## src/nos_pkg.sv

```systemverilog
`default_nettype none
package nos_pkg;

  localparam int unsigned MAX_ENTRIES_DEF = 32;

  localparam logic [15:0] TPB_RESET  = 16'd180;
  localparam logic [23:0] WRAP_RESET = 24'd15999840;
  localparam logic [5:0]  DIV_STEPS  = 6'd32;

  localparam logic [2:0] KIND_NOTE  = 3'd0;
  localparam logic [2:0] KIND_TICK  = 3'd1;
  localparam logic [2:0] KIND_FLUSH = 3'd2;
  localparam logic [2:0] KIND_SET   = 3'd3;
  localparam logic [2:0] KIND_RESET = 3'd4;

  localparam logic [1:0] OUT_NOTE   = 2'd0;
  localparam logic [1:0] OUT_TICK   = 2'd1;
  localparam logic [1:0] OUT_MARKER = 2'd2;

  localparam logic CFG_TPB  = 1'b0;
  localparam logic CFG_WRAP = 1'b1;

  typedef struct packed {
    logic [6:0] pitch;
    logic [4:0] channel;
  } key_t;

  typedef struct packed {
    logic [31:0] target;
    key_t        key;
  } pend_t;

  typedef struct packed {
    logic [1:0]  kind;
    logic [6:0]  pitch;
    logic [6:0]  velocity;
    logic [4:0]  channel;
    logic [23:0] tick_value;
    logic        off_dropped;
  } res_t;

  typedef struct packed {
    logic        start;
    logic [31:0] dividend;
    logic [23:0] divisor;
  } div_req_t;

endpackage
`default_nettype wire

```

## src/nos_ram.sv

```systemverilog
`default_nettype none
module nos_ram #(
  parameter int unsigned W     = 12,
  parameter int unsigned DEPTH = 32,
  parameter int unsigned AW    = 5
) (
  input  wire logic          clk_i,
  input  wire logic          we_i,
  input  wire logic [AW-1:0] waddr_i,
  input  wire logic [W-1:0]  wdata_i,
  input  wire logic          re_i,
  input  wire logic [AW-1:0] raddr_i,
  output logic      [W-1:0]  rdata_o
);

  logic [W-1:0] mem [DEPTH];

  always_ff @(posedge clk_i) begin
    if (we_i) begin
      mem[waddr_i] <= wdata_i;
    end
  end

  always_ff @(posedge clk_i) begin
    if (re_i) begin
      rdata_o <= mem[raddr_i];
    end
  end

endmodule
`default_nettype wire

```

## src/nos_divu.sv

```systemverilog
`default_nettype none
module nos_divu
  import nos_pkg::*;
(
  input  wire logic     clk_i,
  input  wire logic     rst_ni,
  input  wire div_req_t req_i,
  output logic          busy_o,
  output logic [23:0]   rem_o
);

  logic        busy_q;
  logic [5:0]  cnt_q;
  logic [31:0] num_q;
  logic [23:0] rem_q;
  logic [23:0] den_q;
  logic [24:0] trial;
  logic [24:0] diff;
  logic        ge;

  assign trial = {rem_q, num_q[31]};
  assign ge    = trial >= {1'b0, den_q};
  assign diff  = trial - {1'b0, den_q};

  always_ff @(posedge clk_i or negedge rst_ni) begin
    if (!rst_ni) begin
      busy_q <= 1'b0;
      cnt_q  <= '0;
    end else if (req_i.start) begin
      if (req_i.divisor == '0) begin
        busy_q <= 1'b0;
        rem_q  <= req_i.dividend[23:0];
      end else begin
        busy_q <= 1'b1;
        cnt_q  <= DIV_STEPS;
        num_q  <= req_i.dividend;
        rem_q  <= '0;
        den_q  <= req_i.divisor;
      end
    end else if (busy_q) begin
      rem_q <= ge ? diff[23:0] : trial[23:0];
      num_q <= {num_q[30:0], 1'b0};
      cnt_q <= cnt_q - 6'd1;
      if (cnt_q == 6'd1) begin
        busy_q <= 1'b0;
      end
    end
  end

  assign busy_o = busy_q;
  assign rem_o  = rem_q;

endmodule
`default_nettype wire

```

## src/note_off_scheduler.sv

```systemverilog
// Note-off scheduler. Events enter on the s_axis channel, one transfer per
// event, with the event kind in tuser. Results leave on m_axis; tlast marks
// the final result of an event, and an event may cause no result at all.
// Configuration writes (ticks per beat, tick wrap) are taken at any cycle
// with cfg_we_i high and must only be made while the block is idle.
// The active and pending stores sit in two RAMs with one write port and a
// registered read port; every scan step is an address state, then a compare
// state, and removing an entry shifts the newer entries down, each with a
// read state and a write state. A note-on scans the pending store; a
// note-off or a match searches the active store and shifts. A tick waits
// for the remainder unit, then scans the pending store and removes each due
// entry. Flush and reset step through the active notes, with a read state
// and an emit state per note. Events are handled one at a time; a new event
// is taken once the previous one has placed its final result in the output
// register. When the receiver stalls, the block holds at its next result.
// Reset clears the counters and the tick counter and returns the
// configuration registers to their defaults; no memory clearing pass is needed.
`default_nettype none
module note_off_scheduler
  import nos_pkg::*;
#(
  parameter int unsigned MAX_ENTRIES = MAX_ENTRIES_DEF
) (
  input  wire logic        clk_i,
  input  wire logic        rst_ni,
  input  wire logic        s_axis_tvalid,
  output logic             s_axis_tready,
  // pitch[6:0], velocity[13:7], channel[18:14], note_len[34:19],
  // new_tick[66:35], zero fill
  input  wire logic [71:0] s_axis_tdata,
  // kind[2:0]
  input  wire logic [2:0]  s_axis_tuser,
  output logic             m_axis_tvalid,
  input  wire logic        m_axis_tready,
  // out_pitch[6:0], out_velocity[13:7], out_channel[18:14], tick_value[42:19],
  // off_dropped[43], zero fill
  output logic [47:0]      m_axis_tdata,
  // out_kind[1:0]
  output logic [1:0]       m_axis_tuser,
  output logic             m_axis_tlast,
  input  wire logic        cfg_we_i,
  input  wire logic        cfg_index_i,
  input  wire logic [23:0] cfg_data_i
);

  localparam int unsigned CW = $clog2(MAX_ENTRIES + 1);
  localparam int unsigned IW = (MAX_ENTRIES > 1) ? $clog2(MAX_ENTRIES) : 1;
  localparam logic [CW-1:0] ONE  = CW'(1);
  localparam logic [CW-1:0] FULL = CW'(MAX_ENTRIES);

  typedef enum logic [4:0] {
    ST_IDLE, ST_PS_RD, ST_PS_CMP, ST_ON_EMIT, ST_SCHED, ST_OFF_EMIT,
    ST_DIV_WAIT, ST_TK_RD, ST_TK_CMP, ST_AS_RD, ST_AS_CMP, ST_AH_RD,
    ST_AH_WR, ST_PH_RD, ST_PH_WR, ST_FL_RD, ST_FL_EM, ST_MARK, ST_FINISH
  } state_e;

  state_e      state_q, a_ret_q, p_ret_q;
  logic [15:0] tpb_q;
  logic [23:0] wrap_q;
  logic [31:0] tick_q;
  logic [CW-1:0] p_used_q, a_used_q, px_q, ax_q, sx_q;
  key_t        key_q;
  logic [6:0]  vel_q;
  logic [15:0] dur_q;
  logic [31:0] prod_q;
  logic        rst_kind_q;
  res_t        hold_q, out_q;
  logic        hold_v_q, m_valid_q, out_last_q;

  logic          act_we, act_re, pnd_we, pnd_re;
  logic [IW-1:0] act_waddr, act_raddr, pnd_waddr, pnd_raddr;
  key_t          act_wdata, act_rd;
  pend_t         pnd_wdata, pnd_rd;
  logic [11:0]   act_rdata;
  logic [43:0]   pnd_rdata;

  div_req_t    div_req;
  logic        div_busy;
  logic [23:0] div_rem;

  logic        accept, out_free, pmatch, amatch, due, drop;
  logic        emit_go, fin_go;
  res_t        emit_val;
  logic [32:0] sum;
  logic [31:0] target;

  logic [6:0]  in_pitch, in_vel;
  logic [4:0]  in_chan;
  logic [15:0] in_dur;
  logic [31:0] in_tick;

  assign in_pitch = s_axis_tdata[6:0];
  assign in_vel   = s_axis_tdata[13:7];
  assign in_chan  = s_axis_tdata[18:14];
  assign in_dur   = s_axis_tdata[34:19];
  assign in_tick  = s_axis_tdata[66:35];

  assign s_axis_tready = (state_q == ST_IDLE) && !hold_v_q;
  assign accept        = s_axis_tvalid && s_axis_tready;
  assign out_free      = !m_valid_q || m_axis_tready;

  assign act_rd = key_t'(act_rdata);
  assign pnd_rd = pend_t'(pnd_rdata);
  assign pmatch = pnd_rd.key == key_q;
  assign amatch = act_rd == key_q;
  assign due    = tick_q >= pnd_rd.target;
  assign drop   = (dur_q != '0) && (p_used_q >= FULL);
  assign sum    = {1'b0, tick_q} + {9'b0, prod_q[31:8]};
  assign target = sum[32] ? 32'hFFFF_FFFF : sum[31:0];

  assign div_req.start    = accept && (s_axis_tuser == KIND_TICK);
  assign div_req.dividend = tick_q;
  assign div_req.divisor  = wrap_q;

  nos_divu u_divu (
    .clk_i  (clk_i),
    .rst_ni (rst_ni),
    .req_i  (div_req),
    .busy_o (div_busy),
    .rem_o  (div_rem)
  );

  nos_ram #(.W(12), .DEPTH(MAX_ENTRIES), .AW(IW)) u_act_ram (
    .clk_i   (clk_i),
    .we_i    (act_we),
    .waddr_i (act_waddr),
    .wdata_i (act_wdata),
    .re_i    (act_re),
    .raddr_i (act_raddr),
    .rdata_o (act_rdata)
  );

  nos_ram #(.W(44), .DEPTH(MAX_ENTRIES), .AW(IW)) u_pnd_ram (
    .clk_i   (clk_i),
    .we_i    (pnd_we),
    .waddr_i (pnd_waddr),
    .wdata_i (pnd_wdata),
    .re_i    (pnd_re),
    .raddr_i (pnd_raddr),
    .rdata_o (pnd_rdata)
  );

  always_comb begin
    act_we    = 1'b0;
    act_re    = 1'b0;
    act_waddr = '0;
    act_raddr = '0;
    act_wdata = key_q;
    pnd_we    = 1'b0;
    pnd_re    = 1'b0;
    pnd_waddr = '0;
    pnd_raddr = '0;
    pnd_wdata = '{target: target, key: key_q};
    emit_go   = 1'b0;
    fin_go    = 1'b0;
    emit_val  = '{kind: OUT_NOTE, pitch: key_q.pitch, velocity: 7'd0,
                  channel: key_q.channel, tick_value: 24'd0, off_dropped: 1'b0};
    case (state_q)
      ST_PS_RD, ST_TK_RD: begin
        pnd_re    = px_q != '0;
        pnd_raddr = IW'(px_q - ONE);
      end
      ST_PS_CMP: begin
        emit_go = pmatch && out_free;
      end
      ST_ON_EMIT: begin
        emit_go              = out_free;
        emit_val.velocity    = vel_q;
        emit_val.off_dropped = drop;
        act_we               = out_free && (a_used_q < FULL);
        act_waddr            = IW'(a_used_q);
      end
      ST_SCHED: begin
        pnd_we    = 1'b1;
        pnd_waddr = IW'(p_used_q);
      end
      ST_OFF_EMIT: begin
        emit_go = out_free;
      end
      ST_DIV_WAIT: begin
        emit_go             = !div_busy && out_free;
        emit_val.kind       = OUT_TICK;
        emit_val.pitch      = 7'd0;
        emit_val.channel    = 5'd0;
        emit_val.tick_value = div_rem;
      end
      ST_TK_CMP: begin
        emit_go          = due && out_free;
        emit_val.pitch   = pnd_rd.key.pitch;
        emit_val.channel = pnd_rd.key.channel;
      end
      ST_AS_RD: begin
        act_re    = ax_q != '0;
        act_raddr = IW'(ax_q - ONE);
      end
      ST_AH_RD: begin
        act_re    = (ax_q + ONE) < a_used_q;
        act_raddr = IW'(ax_q + ONE);
      end
      ST_AH_WR: begin
        act_we    = 1'b1;
        act_waddr = IW'(ax_q);
        act_wdata = act_rd;
      end
      ST_PH_RD: begin
        pnd_re    = (sx_q + ONE) < p_used_q;
        pnd_raddr = IW'(sx_q + ONE);
      end
      ST_PH_WR: begin
        pnd_we    = 1'b1;
        pnd_waddr = IW'(sx_q);
        pnd_wdata = pnd_rd;
      end
      ST_FL_RD: begin
        act_re    = a_used_q != '0;
        act_raddr = IW'(a_used_q - ONE);
      end
      ST_FL_EM: begin
        emit_go          = out_free;
        emit_val.pitch   = act_rd.pitch;
        emit_val.channel = act_rd.channel;
      end
      ST_MARK: begin
        emit_go          = out_free;
        emit_val.kind    = OUT_MARKER;
        emit_val.pitch   = 7'd0;
        emit_val.channel = 5'd0;
      end
      ST_FINISH: begin
        fin_go = hold_v_q && out_free;
      end
      default: ;
    endcase
  end

  always_ff @(posedge clk_i or negedge rst_ni) begin
    if (!rst_ni) begin
      state_q    <= ST_IDLE;
      a_ret_q    <= ST_FINISH;
      p_ret_q    <= ST_FINISH;
      tpb_q      <= TPB_RESET;
      wrap_q     <= WRAP_RESET;
      tick_q     <= '0;
      p_used_q   <= '0;
      a_used_q   <= '0;
      px_q       <= '0;
      ax_q       <= '0;
      sx_q       <= '0;
      rst_kind_q <= 1'b0;
      hold_v_q   <= 1'b0;
      m_valid_q  <= 1'b0;
      out_last_q <= 1'b0;
    end else begin
      if (cfg_we_i) begin
        case (cfg_index_i)
          CFG_TPB:  tpb_q  <= cfg_data_i[15:0];
          CFG_WRAP: wrap_q <= cfg_data_i;
          default: ;
        endcase
      end

      if ((emit_go && hold_v_q) || fin_go) begin
        m_valid_q <= 1'b1;
      end else if (m_valid_q && m_axis_tready) begin
        m_valid_q <= 1'b0;
      end
      if (emit_go) begin
        if (hold_v_q) begin
          out_q      <= hold_q;
          out_last_q <= 1'b0;
        end
        hold_q   <= emit_val;
        hold_v_q <= 1'b1;
      end
      if (fin_go) begin
        out_q      <= hold_q;
        out_last_q <= 1'b1;
        hold_v_q   <= 1'b0;
      end

      case (state_q)
        ST_IDLE: begin
          if (accept) begin
            key_q  <= '{pitch: in_pitch, channel: in_chan};
            vel_q  <= in_vel;
            dur_q  <= in_dur;
            prod_q <= in_dur * tpb_q;
            case (s_axis_tuser)
              KIND_NOTE: begin
                px_q    <= p_used_q;
                state_q <= (in_vel != '0) ? ST_PS_RD : ST_OFF_EMIT;
              end
              KIND_TICK:  state_q <= ST_DIV_WAIT;
              KIND_FLUSH: begin
                rst_kind_q <= 1'b0;
                state_q    <= ST_FL_RD;
              end
              KIND_SET:   tick_q <= in_tick;
              KIND_RESET: begin
                tick_q     <= '0;
                rst_kind_q <= 1'b1;
                state_q    <= ST_FL_RD;
              end
              default: ;
            endcase
          end
        end
        ST_PS_RD: begin
          if (px_q == '0) begin
            state_q <= ST_ON_EMIT;
          end else begin
            px_q    <= px_q - ONE;
            state_q <= ST_PS_CMP;
          end
        end
        ST_PS_CMP: begin
          if (!pmatch) begin
            state_q <= ST_PS_RD;
          end else if (out_free) begin
            ax_q    <= a_used_q;
            sx_q    <= px_q;
            a_ret_q <= ST_PH_RD;
            p_ret_q <= ST_ON_EMIT;
            state_q <= ST_AS_RD;
          end
        end
        ST_ON_EMIT: begin
          if (out_free) begin
            if (a_used_q < FULL) begin
              a_used_q <= a_used_q + ONE;
            end
            state_q <= ((dur_q != '0) && !drop) ? ST_SCHED : ST_FINISH;
          end
        end
        ST_SCHED: begin
          p_used_q <= p_used_q + ONE;
          state_q  <= ST_FINISH;
        end
        ST_OFF_EMIT: begin
          if (out_free) begin
            ax_q    <= a_used_q;
            a_ret_q <= ST_FINISH;
            state_q <= ST_AS_RD;
          end
        end
        ST_DIV_WAIT: begin
          if (!div_busy && out_free) begin
            px_q    <= p_used_q;
            state_q <= ST_TK_RD;
          end
        end
        ST_TK_RD: begin
          if (px_q == '0) begin
            tick_q  <= tick_q + 32'd1;
            state_q <= ST_FINISH;
          end else begin
            px_q    <= px_q - ONE;
            state_q <= ST_TK_CMP;
          end
        end
        ST_TK_CMP: begin
          if (!due) begin
            state_q <= ST_TK_RD;
          end else if (out_free) begin
            key_q   <= pnd_rd.key;
            ax_q    <= a_used_q;
            sx_q    <= px_q;
            a_ret_q <= ST_PH_RD;
            p_ret_q <= ST_TK_RD;
            state_q <= ST_AS_RD;
          end
        end
        ST_AS_RD: begin
          if (ax_q == '0) begin
            state_q <= a_ret_q;
          end else begin
            ax_q    <= ax_q - ONE;
            state_q <= ST_AS_CMP;
          end
        end
        ST_AS_CMP: begin
          state_q <= amatch ? ST_AH_RD : ST_AS_RD;
        end
        ST_AH_RD: begin
          if ((ax_q + ONE) < a_used_q) begin
            state_q <= ST_AH_WR;
          end else begin
            a_used_q <= a_used_q - ONE;
            state_q  <= a_ret_q;
          end
        end
        ST_AH_WR: begin
          ax_q    <= ax_q + ONE;
          state_q <= ST_AH_RD;
        end
        ST_PH_RD: begin
          if ((sx_q + ONE) < p_used_q) begin
            state_q <= ST_PH_WR;
          end else begin
            p_used_q <= p_used_q - ONE;
            state_q  <= p_ret_q;
          end
        end
        ST_PH_WR: begin
          sx_q    <= sx_q + ONE;
          state_q <= ST_PH_RD;
        end
        ST_FL_RD: begin
          if (a_used_q != '0) begin
            a_used_q <= a_used_q - ONE;
            state_q  <= ST_FL_EM;
          end else begin
            p_used_q <= '0;
            state_q  <= rst_kind_q ? ST_MARK : ST_FINISH;
          end
        end
        ST_FL_EM: begin
          if (out_free) begin
            state_q <= ST_FL_RD;
          end
        end
        ST_MARK: begin
          if (out_free) begin
            state_q <= ST_FINISH;
          end
        end
        ST_FINISH: begin
          if (!hold_v_q || out_free) begin
            state_q <= ST_IDLE;
          end
        end
        default: state_q <= ST_IDLE;
      endcase
    end
  end

  assign m_axis_tvalid = m_valid_q;
  assign m_axis_tdata  = {4'b0, out_q.off_dropped, out_q.tick_value, out_q.channel,
                          out_q.velocity, out_q.pitch};
  assign m_axis_tuser  = out_q.kind;
  assign m_axis_tlast  = out_last_q;

`ifndef SYNTHESIS
  a_pend_bound: assert property (@(posedge clk_i) disable iff (!rst_ni)
    p_used_q <= FULL) else $error("pending count above capacity");
  a_act_bound: assert property (@(posedge clk_i) disable iff (!rst_ni)
    a_used_q <= FULL) else $error("active count above capacity");
  a_ready_empty: assert property (@(posedge clk_i) disable iff (!rst_ni)
    s_axis_tready |-> !hold_v_q) else $error("ready with a held result");
  a_last_idle: assert property (@(posedge clk_i) disable iff (!rst_ni)
    fin_go |=> state_q == ST_IDLE) else $error("final result without return to idle");
`endif

endmodule
`default_nettype wire

```

## config.mk

```make
export PLATFORM = sky130hd
export DESIGN_NAME = note_off_scheduler
export DESIGN_NICKNAME = d
export VERILOG_FILES = /design/src/nos_pkg.sv /design/src/nos_ram.sv /design/src/nos_divu.sv /design/src/note_off_scheduler.sv
export SDC_FILE = /design/constraint.sdc
export NUM_CORES = 2
export LEC_CHECK = 0
export ABC_AREA = 0
export BUFFER_PORTS_ARGS = -buffer_cell sky130_fd_sc_hd__buf_2
export CORE_ASPECT_RATIO = 0.5
export CORE_MARGIN = 1.5
export CORE_UTILIZATION = 45
export DETAILED_ROUTE_END_ITERATION = 6
export GPL_TIMING_DRIVEN = 0
export SYNTH_ARGS = -nofsm -noshare
export SYNTH_HDL_FRONTEND = slang
export SYNTH_SLANG_ARGS = --single-unit
```

## constraint.sdc

```tcl
create_clock -name clk_i -period 7 [get_ports clk_i]
set_input_delay 0.35 -clock clk_i [delete_from_list [all_inputs] [get_ports clk_i]]
set_output_delay 0.35 -clock clk_i [all_outputs]
set_load 0.02 [all_outputs]
```

==> run metrics <==
CP startpoint=tpb_q[3]; flop-to-flop setup slack=between 200 and 300 ps; worst-path cell chain=clkbuf_4, nand2_1, fa_1, fa_1, fa_1, inv_1, fa_1, fa_1, inv_1, fa_1, inv_1, ha_1, and4_1, a221oi_4, nand3_2, a22o_2, a221o_1, a21oi_2, nor2b_1, nor2_1, xnor2_1; Reg2Reg Depth=21; Post-Route M1 WL=132 mm; Std-Cell Rows=roughly 120; register bit total from synthesis=2202; pwr/cell area=481 nW/um^2; layout overhead on the synthesized area=14.3%; Worst path most repeated cell=fa_1; Slew Limit Fails=0; DR pass1 iterations=6; Critical R2R Launch=tpb_q[3]; DR vias/cell=5.89; Die Area=between 200000 and 250000 um^2; First DRT Iteration DRCs=7543; setup violators final=0; Final Hold Fails=0; IO Port Bufs=147; slew margin rel.=0.00685; Worst VDD drop=between 0.7 and 0.8 mV; Worst Skew=94.6 ps; boundary pin count=158; Post-Syn Area=101000 um^2; CP max stage delay=520 ps; outcome=finished with violations; max cap viols=1; CP max stage cell=fa_1; post-synthesis average cell area=12.9 um^2; Die W=between 600 and 700 um; initial core utilization=0.455; Synth cell types=92; Worst EP arrival=7320 ps; largest net degree at the start of global routing=73; post-synthesis cell count=a little under 8000; leak pwr=roughly 40 nW; final-stage net count=roughly 8900; Crit. End Element=flip-flop; Clock Tree Root=clkbuf_16; RSZ-0062 raised after global routing=false; RePlAce Congestion=0.907; routed vias=slightly below 70000; FMAX=0.149 GHz; Hold Crit Class=input port to asynchronous set/reset pin; Crit Path Max Fanout=10; Synthesis Warnings=0; Max Used Layer=met5; cts bufs inserted=206; Worst R2R End=prod_q[29]; Core ar.=222000 um^2; DRT Wirelength=310 mm; layout cells sized above 1=0.108; Clock transition at path regs=70 ps; violated checks=max-capacitance violations; sequential fraction of the synthesis area=0.648; largest buffer count on any clock path=4; Setup TNS=0 ps; clock latency on the worst-skew pair=roughly 890 ps; vias in the first global route=66000; antenna-violating nets left=0; metal2 WL=142 mm; Final HPWL DP=approximately 220 mm; global route overflow=0; Total GRT Usage=0.268; Final Cycle Share=0.962; main flop type after synthesis=edfxtp_1; H-tree depth=4; CTS tree=built; clk sink count=between 2000 and 2500; routed wl met3=27.7 mm; crit start category=flip-flop; crit path to=prod_q[29]; Final Critical Period=6730 ps; worst hold slack=55.8 ps; DR WL/cell=27.0 um; die height=338 um; Post-synth EDFFs=between 2000 and 2500; WS Path Type=flip-flop to flip-flop; Synth async-reset ratio=0.0559; DRC=0; initial antenna violation count=24; first-pass GRT wire length=449 mm; Worst-Margin Slew=1490 ps; critical path data required time=approximately 7600 ps
-- repair_timing --
item	in CTS	in global routing
hold endpoints to repair	163	0
hold buffers	96	0
setup endpoints to repair	8	5
buffers inserted	0	3
cloned	0	0
gates resized for setup	8	34
pin swaps	0	1
-- sequential cells by signal, summed over array words and instances (netlist names), 7 cells and up --
| register | flops |
|---|---|
| hold_q | 46 |
| u_divu.rem_o | 24 |
| u_divu.num_q | 32 |
| u_act_ram.rdata_o | 12 |
| u_pnd_ram.mem | 1408 |
| vel_q | 7 |
| tick_q | 32 |
| dur_q | 16 |
| u_act_ram.mem | 384 |
| key_q | 12 |
| u_pnd_ram.rdata_o | 44 |
| m_axis_tdata | 44 |
| prod_q | 24 |
| tpb_q | 16 |
| wrap_q | 24 |
| u_divu.den_q | 24 |
-- how the worst min path moves through the flow --
stage | from | to | slack [ps]
2_1_floorplan | rst_ni | a_ret_q[3] | 50
3_3_place_gp | hold_q[36] | m_axis_tdata[13] | 400
3_5_place_dp | hold_q[21] | m_axis_tdata[39] | 400
4_1_cts | rst_ni | ax_q[2] | 80
5_1_grt | rst_ni | ax_q[2] | 100
6_report | rst_ni | ax_q[2] | 60
-- synthesized netlist by cell type, drive strengths merged, types with 11 or more instances --
| master | instances | share of area |
|---|---|---|
| edfxtp | 2079 | 0.62 |
| nand2 | 1372 | 0.051 |
| and2 | 492 | 0.030 |
| o21ai | 420 | 0.021 |
| a211oi | 400 | 0.030 |
| clkbuf | 328 | 0.012 |
| inv | 318 | 0.012 |
| a311oi | 229 | 0.020 |
| ha | 204 | 0.025 |
| nor2 | 197 | 0.0078 |
| fa | 196 | 0.039 |
| a21oi | 189 | 0.0095 |
| buf | 164 | 0.0091 |
| a31oi | 156 | 0.0097 |
| dfrtp | 107 | 0.026 |
| mux2i | 107 | 0.011 |
| a32oi | 100 | 0.0087 |
| mux2 | 88 | 0.0098 |
| xnor2 | 82 | 0.0071 |
| a21o | 65 | 0.0048 |
| nand3 | 57 | 0.0029 |
| nor3 | 56 | 0.0030 |
| xor2 | 43 | 0.0037 |
| a22oi | 37 | 0.0027 |
| and3 | 37 | 0.0023 |
| nand2b | 29 | 0.0018 |
| nand4 | 27 | 0.0017 |
| nor2b | 25 | 0.0015 |
| nor4 | 21 | 0.0013 |
| dfstp | 16 | 0.0042 |
| o21a | 15 | 0.0011 |
| o22ai | 15 | 0.00093 |
| or2 | 12 | 0.00074 |
| o211ai | 11 | 0.00087 |
-- layout make-up --
type | count | area (um^2)
Fill cell | 18900 | 107000
Sequential cell | 2202 | 65500
Multi-Input combinational cell | 4806 | 32800
Clock buffer | 260 | 5390
Timing Repair Buffer | 350 | 3820
Tap cell | 2976 | 3720
Buffer | 488 | 2160
Inverter | 318 | 1200
Clock inverter | 105 | 930
Antenna cell | 9 | 22.5
-- per-stage QoR --
stage	utilization	instance area, um^2	std cells	power, mW	worst slack (ps)
after detailed placement	0.486	108000	11000	44.0	-626
after floorplan	-	101000	7818	33.2	676
final	0.520	116000	11500	55.6	269
after global placement	0.475	106000	10900	43.3	-711
after CTS	0.519	115000	11500	55.2	19.1
after global routing	0.520	116000	11500	58.4	4.15
-- layer usage --
metal,vias to the layer above,GRT usage
met5,-,0
met4,2,0.0742
met3,532,0.0548
met2,2943,0.421
met1,34300,0.378
li1,30000,-
-- power breakdown --
part	total [mW]	internal [mW]	switching [mW]
clock	11.0	5.99	5.00
combinational	26.2	8.27	18.0
sequential	18.4	17.7	0.750
-- cell families after synthesis --
group / Yosys count / share of synthesized area
buffers and inverters: 810 / 0.0331
muxes: 195 / 0.0204
adders and majority gates: 400 / 0.0640
AOI/OAI and AO/OA: 1721 / 0.116
DFF: 2202 / 0.648
other: 1 / 0.0000371
and+or+nand+nor: 2361 / 0.107
xor gates and xnor gates: 125 / 0.0108
-- critical path, delay by kind of cell, from the launching register on --
family	cells	cell delay [ps]
AOI/OAI and AO/OA	4	1290
xor gates and xnor gates	1	240
adders and majority gates	7	3310
buffers and inverters	4	430
DFF	1	500
and+or+nand+nor	5	680
-- cell usage in the layout, fill, tap and decap left out, types with 155 or more instances in the layout --
master and n:
o21ai_0 223, buf_2 261, o21ai_1 193, nor2_1 155
fa_1 196, a311oi_1 228, ha_1 204, and2_1 443
inv_1 317, clkbuf_1 364, a211oi_1 400, clkbuf_16 207
edfxtp_1 2079, a21oi_1 185, a31oi_1 155, nand2_1 1361
Power figures use the tool's default switching activity.
